File: config.mk
export PLATFORM = sky130hd
export DESIGN_NAME = double_ended_scratch_allocator_unit
export DESIGN_NICKNAME = d
export VERILOG_FILES = /design/src/sv/desa_pkg.sv /design/src/sv/desa_ctrl.sv /design/src/sv/desa_datapath.sv /design/src/sv/double_ended_scratch_allocator_unit.sv
export SDC_FILE = /design/constraint.sdc
export NUM_CORES = 1
export LEC_CHECK = 0
export BUFFER_PORTS_ARGS = -buffer_cell sky130_fd_sc_hd__buf_2
export CORE_UTILIZATION = 35
export CTS_CLUSTER_SIZE = 25
export DETAILED_ROUTE_END_ITERATION = 10
export PLACE_DENSITY = 0.5
export SLEW_MARGIN = 10
export SYNTH_ARGS = -nofsm -noshare
export SYNTH_HDL_FRONTEND = slang
export SYNTH_HIERARCHICAL = 1
export SYNTH_SLANG_ARGS = --single-unit
File: constraint.sdc
create_clock -name aclk -period 5.6 [get_ports aclk]
set_input_delay 0.56 -clock aclk [delete_from_list [all_inputs] [get_ports aclk]]
set_output_delay 0.56 -clock aclk [all_outputs]
set_load 0.03 [all_outputs]
File: src/sv/desa_pkg.sv
`timescale 1ns / 1ps
// desa_pkg: shared types and codes of the double-ended scratch allocator.
// No dependencies; imported by desa_ctrl, desa_datapath and the top level.
package desa_pkg;

    localparam int unsigned GUARD_BYTES = 16;   // reserved at each end of a section
    localparam int unsigned MIN_REQ     = 32;   // two guards, before alignment

    typedef enum logic [2:0] {
        KIND_BUFFER = 3'd0,
        KIND_STACK  = 3'd1,
        KIND_PUSH   = 3'd2,
        KIND_POP    = 3'd3,
        KIND_TOGGLE = 3'd4
    } kind_t;

    typedef enum logic [2:0] {
        STAT_OK          = 3'd0,
        STAT_NO_SPACE    = 3'd1,
        STAT_MARK_OVER   = 3'd2,
        STAT_MARK_UNDER  = 3'd3,
        STAT_MARK_HELD   = 3'd4
    } status_t;

    typedef enum logic [1:0] {
        ST_IDLE   = 2'd0,
        ST_DIVIDE = 2'd1,
        ST_SCALE  = 2'd2,
        ST_EXEC   = 2'd3
    } state_t;

    typedef struct packed {
        logic [2:0]  kind;
        logic [15:0] nbytes;
    } in_word_t;

    typedef struct packed {
        logic [16:0] offset;
        logic        section;
        logic [2:0]  status;
        logic [16:0] buffer_end;
        logic [16:0] peak_used;
        logic [31:0] generation;
    } out_word_t;

    // controller to datapath
    typedef struct packed {
        logic capture;   // latch the incoming word
        logic divide;    // quotient of the rounding step, marker read
        logic scale;     // quotient back to bytes
        logic commit;    // update state and load the result word
    } dp_cmd_t;

endpackage

File: src/sv/desa_ctrl.sv
`timescale 1ns / 1ps
// desa_ctrl: sequencing state machine and result-valid flag.
// Depends on desa_pkg.
module desa_ctrl
    import desa_pkg::*;
(
    input  logic    aclk,
    input  logic    aresetn,
    input  logic    s_valid,
    output logic    s_ready,
    output logic    m_valid,
    input  logic    m_ready,
    output dp_cmd_t cmd
);

    state_t state_reg, state_next;
    logic   out_valid_reg, out_valid_next;
    logic   out_free;

    assign out_free = !out_valid_reg || m_ready;

    always_comb begin
        state_next = state_reg;
        unique case (state_reg)
            ST_IDLE:   if (s_valid) state_next = ST_DIVIDE;
            ST_DIVIDE: state_next = ST_SCALE;
            ST_SCALE:  state_next = ST_EXEC;
            ST_EXEC:   if (out_free) state_next = ST_IDLE;
            default:   state_next = ST_IDLE;
        endcase
    end

    always_comb begin
        s_ready     = 1'b0;
        cmd.capture = 1'b0;
        cmd.divide  = 1'b0;
        cmd.scale   = 1'b0;
        cmd.commit  = 1'b0;
        unique case (state_reg)
            ST_IDLE: begin
                s_ready     = 1'b1;
                cmd.capture = s_valid;
            end
            ST_DIVIDE: cmd.divide = 1'b1;
            ST_SCALE:  cmd.scale  = 1'b1;
            ST_EXEC:   cmd.commit = out_free;
            default: ;
        endcase
    end

    always_comb begin
        if (cmd.commit) begin
            out_valid_next = 1'b1;
        end else if (m_ready) begin
            out_valid_next = 1'b0;
        end else begin
            out_valid_next = out_valid_reg;
        end
    end

    always_ff @(posedge aclk) begin
        if (!aresetn) begin
            state_reg     <= ST_IDLE;
            out_valid_reg <= 1'b0;
        end else begin
            state_reg     <= state_next;
            out_valid_reg <= out_valid_next;
        end
    end

    assign m_valid = out_valid_reg;

endmodule

File: src/sv/desa_datapath.sv
`timescale 1ns / 1ps
// desa_datapath: size rounding unit, region pointers, marker memory,
// toggle bookkeeping and the result register. Depends on desa_pkg.
module desa_datapath
    import desa_pkg::*;
#(
    parameter int unsigned MARKER_DEPTH  = 16,
    parameter int unsigned SECTION_BYTES = 65536,
    parameter int unsigned ALIGN_BYTES   = 16
) (
    input  logic        aclk,
    input  logic        aresetn,
    input  dp_cmd_t     cmd,
    input  in_word_t    in_word,
    input  logic        cfg_wr_en,
    input  logic [16:0] cfg_wr_data,
    output out_word_t   out_word
);

    // pointer width, requested-size width, rounding width, compare width
    localparam int unsigned AW  = $clog2(SECTION_BYTES + 1);
    localparam int unsigned RQW = (AW > 17) ? AW : 17;
    localparam int unsigned XW  = RQW + 1;
    localparam int unsigned PW  = XW + 1;
    // reciprocal for divide by ALIGN_BYTES, exact for XW-bit dividends
    localparam int unsigned AL    = $clog2(ALIGN_BYTES);
    localparam int unsigned SH    = XW + AL;
    localparam int unsigned MW    = XW + 2;
    localparam longint unsigned RECIP_L =
        ((64'd1 << SH) + ALIGN_BYTES - 1) / ALIGN_BYTES;
    localparam logic [MW-1:0] RECIP   = MW'(RECIP_L);
    localparam logic [XW-1:0] ALIGN_X = XW'(ALIGN_BYTES);
    localparam logic [XW-1:0] ALIGN_M1 = XW'(ALIGN_BYTES - 1);
    localparam int unsigned LO_SIZE =
        ((MIN_REQ + ALIGN_BYTES - 1) / ALIGN_BYTES) * ALIGN_BYTES;
    // marker store geometry
    localparam int unsigned MIW = (MARKER_DEPTH > 1) ? $clog2(MARKER_DEPTH) : 1;
    localparam int unsigned CW  = $clog2(MARKER_DEPTH + 1);

    localparam logic [PW-1:0]  GUARD_P   = PW'(GUARD_BYTES);
    localparam logic [PW-1:0]  LO_P      = PW'(LO_SIZE);
    localparam logic [PW-1:0]  SEC_P     = PW'(SECTION_BYTES);
    localparam logic [CW-1:0]  DEPTH_C   = CW'(MARKER_DEPTH);
    localparam logic [RQW-1:0] REQ_RESET = RQW'(SECTION_BYTES);

    // captured item
    logic [2:0]  kind_reg;
    logic [15:0] nbytes_reg;

    // rounding unit
    logic [RQW-1:0]   req_reg;
    logic [XW-1:0]    rnd_src;
    logic [XW-1:0]    rnd_sum;
    logic [XW+MW-1:0] rnd_prod;
    logic [XW-1:0]    quot_reg;
    logic [2*XW-1:0]  scale_prod;
    logic [XW-1:0]    need_reg;

    // allocator state
    logic [AW-1:0] buf_top_reg, buf_top_next;
    logic [AW-1:0] stk_top_reg, stk_top_next;
    logic [CW-1:0] mark_cnt_reg, mark_cnt_next;
    logic          section_reg, section_next;
    logic [AW-1:0] peak_reg, peak_next;
    logic [31:0]   gen_reg, gen_next;

    // marker memory
    logic [AW-1:0] mark_mem [MARKER_DEPTH];
    logic [AW-1:0] mark_rd_reg;
    logic [CW-1:0] mark_rd_cnt;
    logic          mark_wr;

    // commit-time values
    logic [PW-1:0] bt_p, st_p, need_p, eff_p;
    logic          fits;
    logic [PW-1:0] offset_p;
    status_t       status;
    out_word_t     out_word_reg;

    // --- rounding: ceil(n / ALIGN) by reciprocal, then times ALIGN ---
    assign rnd_src  = (kind_reg == KIND_TOGGLE) ? XW'(req_reg) : XW'(nbytes_reg);
    assign rnd_sum  = rnd_src + ALIGN_M1;
    assign rnd_prod = (XW+MW)'(rnd_sum) * (XW+MW)'(RECIP);
    assign scale_prod = (2*XW)'(quot_reg) * (2*XW)'(ALIGN_X);
    assign mark_rd_cnt = mark_cnt_reg - CW'(1);

    always_ff @(posedge aclk) begin
        if (cmd.capture) begin
            kind_reg   <= in_word.kind;
            nbytes_reg <= in_word.nbytes;
        end
        if (cmd.divide) begin
            quot_reg    <= rnd_prod[SH +: XW];
            mark_rd_reg <= mark_mem[mark_rd_cnt[MIW-1:0]];
        end
        if (cmd.scale) begin
            need_reg <= scale_prod[XW-1:0];
        end
        if (mark_wr) begin
            mark_mem[mark_cnt_reg[MIW-1:0]] <= stk_top_reg;
        end
        if (cmd.commit) begin
            out_word_reg <= out_word_t'{
                offset:     offset_p[16:0],
                section:    section_next,
                status:     status,
                buffer_end: 17'(buf_top_next),
                peak_used:  17'(peak_next),
                generation: gen_next
            };
        end
    end

    // --- state update ---
    assign bt_p   = PW'(buf_top_reg);
    assign st_p   = PW'(stk_top_reg);
    assign need_p = PW'(need_reg);
    assign fits   = (bt_p + need_p) <= st_p;

    // section size: aligned request clamped to minimum and section bytes
    always_comb begin
        eff_p = need_p;
        if (eff_p < LO_P)  eff_p = LO_P;
        if (eff_p > SEC_P) eff_p = SEC_P;
    end

    always_comb begin
        buf_top_next  = buf_top_reg;
        stk_top_next  = stk_top_reg;
        mark_cnt_next = mark_cnt_reg;
        section_next  = section_reg;
        peak_next     = peak_reg;
        gen_next      = gen_reg;
        offset_p      = '0;
        status        = STAT_OK;
        mark_wr       = 1'b0;
        unique case (kind_reg)
            KIND_BUFFER: begin
                if (!fits) begin
                    status = STAT_NO_SPACE;
                end else begin
                    offset_p     = bt_p;
                    buf_top_next = AW'(bt_p + need_p);
                end
            end
            KIND_STACK: begin
                if (!fits) begin
                    status = STAT_NO_SPACE;
                end else begin
                    offset_p     = st_p - need_p;
                    stk_top_next = AW'(st_p - need_p);
                end
            end
            KIND_PUSH: begin
                if (mark_cnt_reg >= DEPTH_C) begin
                    status = STAT_MARK_OVER;
                end else begin
                    mark_wr       = cmd.commit;
                    mark_cnt_next = mark_cnt_reg + CW'(1);
                end
            end
            KIND_POP: begin
                if (mark_cnt_reg == '0) begin
                    status = STAT_MARK_UNDER;
                end else begin
                    mark_cnt_next = mark_rd_cnt;
                    stk_top_next  = mark_rd_reg;
                end
            end
            KIND_TOGGLE: begin
                if (mark_cnt_reg != '0) begin
                    status = STAT_MARK_HELD;
                end else begin
                    if (buf_top_reg > peak_reg) peak_next = buf_top_reg;
                    section_next  = !section_reg;
                    buf_top_next  = AW'(GUARD_P);
                    stk_top_next  = AW'(eff_p - GUARD_P);
                    mark_cnt_next = '0;
                    gen_next      = gen_reg + 32'd1;
                end
            end
            default: ;
        endcase
    end

    always_ff @(posedge aclk) begin
        if (!aresetn) begin
            req_reg      <= REQ_RESET;
            buf_top_reg  <= AW'(GUARD_P);
            stk_top_reg  <= AW'(SEC_P - GUARD_P);
            mark_cnt_reg <= '0;
            section_reg  <= 1'b0;
            peak_reg     <= '0;
            gen_reg      <= '0;
        end else begin
            if (cfg_wr_en) begin
                req_reg <= RQW'(cfg_wr_data);
            end
            if (cmd.commit) begin
                buf_top_reg  <= buf_top_next;
                stk_top_reg  <= stk_top_next;
                mark_cnt_reg <= mark_cnt_next;
                section_reg  <= section_next;
                peak_reg     <= peak_next;
                gen_reg      <= gen_next;
            end
        end
    end

    assign out_word = out_word_reg;

endmodule

File: src/sv/double_ended_scratch_allocator_unit.sv
`timescale 1ns / 1ps
// double_ended_scratch_allocator_unit: top level of the offset-only scratch
// allocator. Depends on desa_pkg, desa_ctrl and desa_datapath.
//
//   channel   ports                          word / data
//   --------  -----------------------------  ---------------------------------
//   request   s_valid, s_ready, s_word       in_word_t  {kind, nbytes}
//   result    m_valid, m_ready, m_word       out_word_t {offset .. generation}
//   config    cfg_wr_en, cfg_wr_data         requested_size, 17 bits
//
// Steps: once its word is accepted, the result goes through the reciprocal
// multiply, the scale by the alignment and the single update step, and is then
// valid; one word is in flight at a time, so a new word is taken only after the update.
// Reset: aresetn is synchronous, active low; no clearing pass is needed.
// Stalls: the result sits in its own register, so a new request is taken
// while m_valid waits; the update cycle holds while that register is full and m_ready is low.
module double_ended_scratch_allocator_unit
    import desa_pkg::*;
#(
    parameter int unsigned MARKER_DEPTH  = 16,
    parameter int unsigned SECTION_BYTES = 65536,
    parameter int unsigned ALIGN_BYTES   = 16
) (
    input  logic        aclk,
    input  logic        aresetn,
    // request words
    input  logic        s_valid,
    output logic        s_ready,
    input  in_word_t    s_word,
    // result words
    output logic        m_valid,
    input  logic        m_ready,
    output out_word_t   m_word,
    // requested section size, applied at the next toggle
    input  logic        cfg_wr_en,
    input  logic [16:0] cfg_wr_data
);

    dp_cmd_t cmd;

    // sequencing: idle -> divide -> scale -> exec (holds on a full result reg)
    desa_ctrl u_ctrl (
        .aclk    (aclk),
        .aresetn (aresetn),
        .s_valid (s_valid),
        .s_ready (s_ready),
        .m_valid (m_valid),
        .m_ready (m_ready),
        .cmd     (cmd)
    );

    // pointers, marker store, toggle bookkeeping and the result register
    desa_datapath #(
        .MARKER_DEPTH  (MARKER_DEPTH),
        .SECTION_BYTES (SECTION_BYTES),
        .ALIGN_BYTES   (ALIGN_BYTES)
    ) u_datapath (
        .aclk        (aclk),
        .aresetn     (aresetn),
        .cmd         (cmd),
        .in_word     (s_word),
        .cfg_wr_en   (cfg_wr_en),
        .cfg_wr_data (cfg_wr_data),
        .out_word    (m_word)
    );

endmodule

Word-level counts from Yosys, hierarchy flattened
Memory sizes are Yosys's and may differ from the RTL's. A register that Yosys moved wholly into a read port is not among the register bits.
Cells that the tools add are included.
{ "totals": {"reg_bits": 243, "latch_bits": 0, "ramBits": 272, "mem_bits_ro": 0, "input_bits": 41, "output_inout_bits": 89, "memories": 1} }
{ "memory_table": {"columns": ["name", "depth", "word_bits", "read_ports", "rd_clocked_by_memory_dff", "wr", "line", "rtl"], "rows": [
  ["u_datapath.mark_mem", 16, 17, 1, 1, 1, "desa_datapath.sv:68", "logic [AW-1:0] mark_mem [MARKER_DEPTH];"]
]} }
{ "op_classes": {"n_addsub": 7, "multipliers": 0, "n_div": 0, "magnitude_cmp": 5, "n_eq_ne": 13, "shift": 0, "muxes": 43, "bitwise": 0, "reduce_logical": 14} }
{ "op_table": {"columns": ["operator", "count"], "rows": [
  ["$mux W17", 12],
  ["$pmux W17 S2", 2],
  ["$mux W32", 2],
  ["$pmux W17 S3", 1],
  ["$add A32 B1 Y32 const B", 1],
  ["$add A17 B18 Y19", 1],
  ["$le A19 B17 Y1", 1],
  ["$add A18 B4 Y18 const B", 1],
  ["$gt A18 B17 Y1 const B", 1],
  ["$lt A18 B6 Y1 const B", 1],
  ["$mux W18", 1],
  ["$gt A17 B17 Y1", 1],
  ["$sub A17 B17 Y17", 1],
  ["$sub A17 B5 Y17 const B", 1],
  ["$mux W5", 3],
  ["$pmux W5 S3", 1],
  ["$mux W1", 14],
  ["$pmux W3 S4", 1],
  ["$reduce_and A5 Y1", 2],
  ["$mux W2", 4],
  ["$ne A2 B2 Y1 const B", 4],
  ["$pmux W2 S4", 1],
  ["$eq A3 B2 Y1 const B", 2],
  ["$reduce_bool A3 Y1", 2],
  ["other kinds (18)", 21]
]} }

Depth between registers and ports, before layout
Gate-level depths: netlist (run 1).
{ "depth": {"ltp_word": 7, "ltp_mapped": 18, "depth_no_buf": 17} }

By module
The synthesis (run 1) kept the hierarchy.
{ "by_module_without_submodules": {"columns": ["module", "n_inst", "cells_each", "area_per_inst_um2", "seq_area_each_um2"], "rows": [
  ["desa_datapath", 1, 1645, 23351.1, 14824.2],
  ["desa_ctrl", 1, 22, 209.0, 60.1]
]} }

Least setup slack after synthesis (run 1)
Ideal clock, no wire load.
{ "synth_timing": {"path_type": "register to register", "from": "register u_datapath.need_reg[4]", "to": "register u_datapath.stk_top_reg[15]", "arrival_ns": 4.029, "required_time_ns": 5.466, "setup_slack_ns": 1.437, "path_stages_with_launch": 19, "n_path_buf": 1, "cell_sequence": "edfxtp_1 -> ha_1 -> fa_1 -> a211oi_1 -> o21bai_1 -> a31o_1 -> a21o_1 -> a21oi_1 -> a21oi_1 -> xor2_1 -> ha_1 -> nand4_1 -> nor2_1 -> o31a_1 -> o31ai_1 -> a41oi_1 -> buf_2 -> a211oi_1 -> a31oi_1"} }
{ "synth_between": {"elab_chain_len": 7, "elab_cells_between_ends": 13} }
{ "synth_lines": {"columns": ["item", "line", "rtl"], "rows": [
  ["start, declared", "desa_datapath.sv:57", "logic [XW-1:0] need_reg;"],
  ["start signal, assigned", "desa_datapath.sv:97", "need_reg <= scale_prod[XW-1:0];"],
  ["$lt A18 B6 Y1", "desa_datapath.sv:123", "if (eff_p < LO_P) eff_p = LO_P;"],
  ["$mux W18", "desa_datapath.sv:123", null],
  ["$gt A18 B17 Y1", "desa_datapath.sv:124", "if (eff_p > SEC_P) eff_p = SEC_P;"],
  ["$mux W17", "desa_datapath.sv:124", null],
  ["$sub A17 B5 Y17", "desa_datapath.sv:177", "stk_top_next = AW'(eff_p - GUARD_P);"],
  ["$mux W17", "desa_datapath.sv:171", "if (mark_cnt_reg != '0) begin"],
  ["$pmux W17 S3", "desa_datapath.sv:137", "unique case (kind_reg)"],
  ["end signal, assigned", "desa_datapath.sv:190", "stk_top_reg <= AW'(SEC_P - GUARD_P);"],
  ["end signal, assigned", "desa_datapath.sv:201", "stk_top_reg <= stk_top_next;"],
  ["end, declared", "desa_datapath.sv:61", "logic [AW-1:0] stk_top_reg, stk_top_next;"]
]} }
Several ways; a longest one is shown, not always the timed one. The select of a mux whose other input is x is not followed.
A chain may end at the register's enable or synchronous reset.

Worst setup path in the final report (run 1)
{ "layout_timing": {"from": "register u_datapath.need_reg[4]", "to": "register u_datapath.stk_top_reg[9]"} }
Same word-level chain as after synthesis.

==> results of run 1 <==
area by class of cell:
| cell class | instances | area, um^2 |
|---|---|---|
| clock buffers | 71 | 1520 |
| clock inverters | 39 | 364 |
| fillers | 6107 | 39000 |
| inverters | 77 | 289 |
| multi-input cells | 981 | 8120 |
| flip-flops and latches | 532 | 14900 |
| well taps | 864 | 1080 |
| repair buffers | 167 | 933 |
cell families (layout without fill, tap and decap cells):
group / after synthesis / count (layout) / share of synthesized area
adders and majority gates: 71 / 71 / 0.0383
muxes: 150 / 150 / 0.110
xor gates and xnor gates: 93 / 93 / 0.0346
AOI/OAI and AO/OA: 240 / 240 / 0.0699
buffers and inverters: 154 / 354 / 0.0260
and+or+nand+nor: 427 / 427 / 0.0895
DFF: 532 / 532 / 0.632
metal layers:
| metal | vias to the layer above | global-route usage |
|---|---|---|
| met5 | - | 0 |
| met4 | 0 | 0.0501 |
| met3 | 92 | 0.0263 |
| met2 | 269 | 0.292 |
| met1 | 7076 | 0.220 |
| li1 | 6612 | - |
placed cells by master (no fill, tap or decap), types with 14 or more instances in the layout:
| cell type | count |
|---|---|
| ha_1 | 68 |
| nand2_1 | 132 |
| clkinv_1 | 14 |
| and2_1 | 32 |
| a22o_1 | 17 |
| dfxtp_1 | 108 |
| mux4_2 | 85 |
| nor2_1 | 105 |
| mux2_2 | 18 |
| nor3_1 | 18 |
| edfxtp_1 | 423 |
| buf_2 | 128 |
| a22oi_1 | 22 |
| inv_1 | 76 |
| nand2b_1 | 15 |
| clkinv_2 | 16 |
| nand3_1 | 44 |
| xor2_1 | 28 |
| buf_4 | 39 |
| o21ai_0 | 45 |
| mux2i_1 | 46 |
| a31oi_1 | 15 |
| clkbuf_16 | 58 |
| a21oi_1 | 42 |
| xnor2_1 | 63 |
worst max-delay path, cell delays in order, from the launching register on:
cell and delay, ps:
edfxtp_1 460, ha_1 280, fa_1 430, a211oi_1 260, o21bai_1 140, a31o_1 270, a21o_1 190, a21oi_1 220
a21oi_1 110, xor2_1 310, ha_1 320, nand4_1 90, nor2_1 50, o31a_1 100, o31ai_1 550, a41oi_2 200
buf_4 260, a2111oi_0 420, a31oi_1 80
path summary, 6_finish.rpt:
kind,cells past startpoint,slack [ps],endpoint
setup / recovery,18,720,u_datapath/stk_top_reg[9]$_SDFFE_PN1P_
hold / removal,1,110,u_datapath/nbytes_reg[8]$_DFFE_PP_
setup reg to reg,18,720,u_datapath/stk_top_reg[9]$_SDFFE_PN1P_
hold reg to reg,0,410,u_datapath/need_reg[12]$_DFFE_PP_
power groups by stage:
stage	logic [uW]	registers, uW	clock network, uW
final	1450	4750	3740
after global routing	1590	4770	3990
after CTS	1470	4750	3860
after detailed placement	1470	4840	0
after global placement	1460	4830	0
after floorplan	897	4860	0
per-stage QoR:
stage / utilization / instances / hold WS [ps] / setup slack (ps)
2_1_floorplan: - / 1667 / 400 / 1440
3_3_place_gp: 0.382 / 2621 / 410 / 901
3_5_place_dp: 0.382 / 2621 / 408 / 749
4_1_cts: 0.411 / 2731 / 66.5 / 709
5_1_grt: 0.411 / 2731 / 70.1 / 290
6_report: 0.411 / 2731 / 109 / 723
==> flow_summary.json, run 1 <==
{
  "status": "completed",
  "clkSlewWorstSetupHoldPaths_ps": 60,
  "p_per_area_mw_per_mm2": 366,
  "intPower_uw": 7160,
  "cts_max_level": 2,
  "syn_inst": 1667,
  "synthTopCellsByCount": "423 x edfxtp_1, 132 x nand2_1, 109 x dfxtp_1",
  "dpl_cell_area_mm2": 0.0253,
  "clk_latency_ps": 660,
  "setup_viol": 0,
  "cts_tree": "done",
  "comb_power_share": 0.146,
  "postCtsHoldBufs": 0,
  "hold_viol_final": 0,
  "endpoint_kind": "flip-flop",
  "reg2reg_from": "u_datapath/need_reg[4]$_DFFE_PP_",
  "grt_usage": 0.170,
  "avgSynthCellArea_um2": 14.1,
  "viasPerCell": 5.14,
  "ys_warn_count": 6,
  "maxCapViolCount": 0,
  "die-area_mm2": 0.0684,
  "synth-main-ff-cell": "edfxtp_1",
  "synth_top_area_cell": "edfxtp_1",
  "detail_route.first_pass.iterations": 5,
  "timing.fmax_mhz": 205,
  "switching_share": 0.280,
  "post_cts_buffers": 0,
  "worst_ep_required_time_ps": 6100,
  "hp-start": "s_word[8]",
  "largest_register_ffs": 272,
  "worst_pin_slew_ps": 945,
  "grt_pass1_vias": 14200,
  "ioPinCount": 130,
  "vias": 14000,
  "synth_nets": 1779,
  "ys_seq_area_frac": 0.632,
  "antennaDiodeCount": 0,
  "drv_slew": 0,
  "power_switching_uw": 2780,
  "initial_core_util": 0.356,
  "syn_area_mm2": 0.0236,
  "gr-total-overflow": 0,
  "cts_inserted_buffers": 58,
  "drc": 0,
  "crit_start": "u_datapath/need_reg[4]$_DFFE_PP_",
  "met3_length_um": 2330,
  "drtIter0Drc": 910,
  "routed_wl_um": 58100,
  "p_seq_frac": 0.477,
  "path_class": "reg2reg",
  "syn2layout_area_growth_pct": 15.4,
  "arrival_ps": 5380,
  "fin_crit_ps": 4880,
  "async_flop_share": 0,
  "place_congestion": 0.849,
  "grt_pass1_wl_um": 87200,
  "antenna_found_initial": 0,
  "finClkSkew_ps": 64.2,
  "leakagePower_uw": 0.00901,
  "synth_edf_count": 423,
  "worstPathMaxFanout": 26,
  "synth_area_leaders": "edfxtp_1 54%, dfxtp_1 9.3%, mux4_2 8.1%",
  "place_hpwl_um": 38000,
  "finish.instance_area_mm2": 0.0272,
  "rsz0062_at_grt": "false",
  "synth-seq-cells": 532,
  "port_buffers": 129,
  "drt-met1-wl_um": 25400,
  "highest_layer": "met4",
  "critPathLaunchType": "flip-flop",
  "die_h_um": 261,
  "die_w_um": 261,
  "antenna_left": 0,
  "met2_wirelength_um": 29000,
  "wl_per_cell_um": 21.3,
  "yosysMostFrequentCell": "edfxtp_1",
  "final_nets": 1929,
  "drive_above_1_share": 0.206,
  "finalPower_uw": 9940,
  "synth_top_area_share": 0.539,
  "hp-class": "in2reg",
  "ir_drop_mv": 0.240,
  "grt_start_max_net_pins": 78,
  "finalCritPeriodShare": 0.871,
  "cts_root_buffer": "clkbuf_16",
  "clkPwrFrac": 0.376,
  "setup_tns_ps": 0,
  "relSlewSlack": 0.370,
  "clock_path_buffers": 3,
  "cts.sinks": 532,
  "core_mm2": 0.0662,
  "num_rows": 94,
  "ys_types": 84,
  "cts_resized": 0
}
Note: power is estimated with default switching activity, not from simulation.
==> run 2, diff against run 1 <==
- CORE_ASPECT_RATIO: unset -> 1.2
- PLACE_DENSITY: 0.5 -> 0.51
- clock period: 5.6 -> 4.4 ns (I/O delays scaled with it)
==> run 2 against run 1 <==
Critical path depth grew 2. Largest cell class unchanged. Total power grew 24%. Utilization grew 0.56 points. Register-to-register slack lost 540 ps. Cell area grew 1.4%. Maximum frequency grew 16%. Sequential share of layout area shrank 0.76 points.
==> flow_summary.json, run 2 (same netlist as run 1, synthesis figures left out) <==
{
  "clock_path_buffers": 3,
  "antenna_left": 0,
  "worstPathMaxFanout": 8,
  "syn2layout_area_growth_pct": 17.0,
  "place_congestion": 0.856,
  "ir_drop_mv": 0.267,
  "vias": 14300,
  "fillers": 6114,
  "num_rows": 103,
  "crit_top_cell": "buf_4",
  "leakagePower_uw": 0.00916,
  "ioPinCount": 130,
  "relSlewSlack": 0.212,
  "cts_inserted_buffers": 53,
  "core_mm2": 0.0662,
  "worst_pin_slew_ps": 1180,
  "detail_route.first_pass.iterations": 5,
  "final_common_cell": "edfxtp_1",
  "cts_tree": "done",
  "initial_core_util": 0.356,
  "setup_ws_ps": 181,
  "reg2reg_from": "u_datapath/need_reg[4]$_DFFE_PP_",
  "cts.sinks": 532,
  "die_h_um": 286,
  "grt_pass1_wl_um": 87400,
  "worst_ep_required_time_ps": 4860,
  "maxCapViolCount": 0,
  "cp-endpoint": "u_datapath/stk_top_reg[4]$_SDFFE_PN1P_",
  "drv_slew": 0,
  "cts_max_level": 2,
  "rsz0062_at_grt": "false",
  "path_class": "reg2reg",
  "fin_crit_ps": 4220,
  "wl_per_cell_um": 20.5,
  "crit_start": "u_datapath/need_reg[4]$_DFFE_PP_",
  "grt_pass1_vias": 14600,
  "finalCritPeriodShare": 0.959,
  "port_buffers": 129,
  "antenna_found_initial": 0,
  "slowest_delay_ps": 400,
  "drc": 0,
  "grt_usage": 0.169,
  "final_nets": 1976,
  "die_w_um": 239,
  "final_core_util": 0.416,
  "drive_above_1_share": 0.223,
  "status": "completed",
  "finClkSkew_ps": 20.4,
  "final_cell_mix": "423 x edfxtp_1, 132 x nand2_1, 128 x buf_2, 108 x dfxtp_1, 105 x nor2_1",
  "hold_viol_final": 0,
  "clk_latency_ps": 620,
  "arrival_ps": 4680,
  "r2r.worst_path.cells": 20,
  "drtIter0Drc": 1185,
  "antennaDiodeCount": 0,
  "endpoint_kind": "flip-flop",
  "hp-class": "in2reg",
  "gr-total-overflow": 0,
  "largest_register_ffs": 272,
  "crit_slowest_cell": "edfxtp_1",
  "regToRegSetupSlack_ps": 180,
  "timing.fmax_mhz": 237,
  "routed_wl_um": 57400,
  "crit_chain": "ha_2 -> fa_2 -> a211oi_2 -> o21bai_1 -> a31o_1 -> a21o_1 -> a21oi_2 -> a21oi_1 -> xor2_1 -> ha_1 -> nand4_1 -> nor2_1 -> o31a_1 -> o31ai_1 -> buf_4 -> a41oi_4 -> buf_12 -> buf_4 -> a211oi_1 -> a31oi_1",
  "clkSlewWorstSetupHoldPaths_ps": 70,
  "place_hpwl_um": 38400,
  "cts_root_buffer": "clkbuf_16",
  "p_per_area_mw_per_mm2": 449,
  "die-area_mm2": 0.0684,
  "place_ws_ps": -84.5,
  "r2r-end": "u_datapath/stk_top_reg[4]$_SDFFE_PN1P_",
  "setup_viol": 0,
  "grt_start_max_net_pins": 70,
  "critPathLaunchType": "flip-flop",
  "worst_hold_path.num_cells": 3,
  "viasPerCell": 5.11,
  "holdWs_ps": 56.6
}
==> run 2: area by class of cell <==
type	instances	area, um^2	share of cell area
clock inverter	30	269	0.00976
tap	892	1120	0.0405
inverter	77	289	0.0105
sequential	532	14900	0.540
clock buffer	65	1410	0.0512
multi-input combinational	981	8190	0.297
timing repair buffer	219	1410	0.0512
==> run 2: critical path, delay by kind of cell (launching register included) <==
kind,cells,cell delay (ps)
compound gates,11,1800
fa+ha+maj,3,900
buf+inv,3,580
simple gates,2,140
flops,1,400
xor+xnor,1,230
==> run 2: how the worst min path moves through the flow <==
stage | startpoint | to | slack (ps)
2_1_floorplan | u_datapath/quot_reg[6]$_DFFE_PP_ | u_datapath/need_reg[10]$_DFFE_PP_ | 400
3_3_place_gp | u_datapath/quot_reg[8]$_DFFE_PP_ | u_datapath/need_reg[12]$_DFFE_PP_ | 410
3_5_place_dp | u_datapath/quot_reg[12]$_DFFE_PP_ | u_datapath/need_reg[16]$_DFFE_PP_ | 410
4_1_cts | cfg_wr_data[16] | u_datapath/req_reg[16]$_SDFFE_PN1P_ | 30
5_1_grt | s_word[16] | u_datapath/kind_reg[0]$_DFFE_PP_ | 40
6_report | cfg_wr_data[10] | u_datapath/req_reg[10]$_SDFFE_PN0P_ | 60
==> run 2: power by group <==
group / internal, uW / leakage [uW] / switching, uW
combinational: 661 / 0.00406 / 1300
sequential: 5790 / 0.00429 / 195
clock: 2460 / 0.000808 / 1950
total: 8920 / 0.00916 / 3450
==> run 2: per-stage QoR <==
step | total power [uW] | setup TNS, ps | cell area, um^2 | std cells
4_1_cts | 12500 | 0 | 27500 | 2792
2_1_floorplan | 7330 | 0 | 23600 | 1667
5_1_grt | 12900 | 0 | 27600 | 2796
3_3_place_gp | 8010 | 0 | 25600 | 2676
6_report | 12400 | 0 | 27600 | 2796
3_5_place_dp | 8030 | -669 | 25600 | 2676
==> run 2: metal layers <==
| layer | GRT usage | wire length (um) | vias to the layer above |
|---|---|---|---|
| li1 | - | - | 6699 |
| met1 | 0.210 | 24300 | 7196 |
| met2 | 0.301 | 29400 | 300 |
| met3 | 0.0248 | 2080 | 89 |
| met4 | 0.0511 | 1590 | 0 |
| met5 | 0 | 0 | - |
==> run 2: timing repair <==
item	in CTS	in global routing
cloned	0	1
pin swaps	2	3
endpoints found under the setup margin	21	38
endpoints found under the hold margin	18	0
resized for setup	3	15
hold buffers	18	0
buffers inserted	3	3
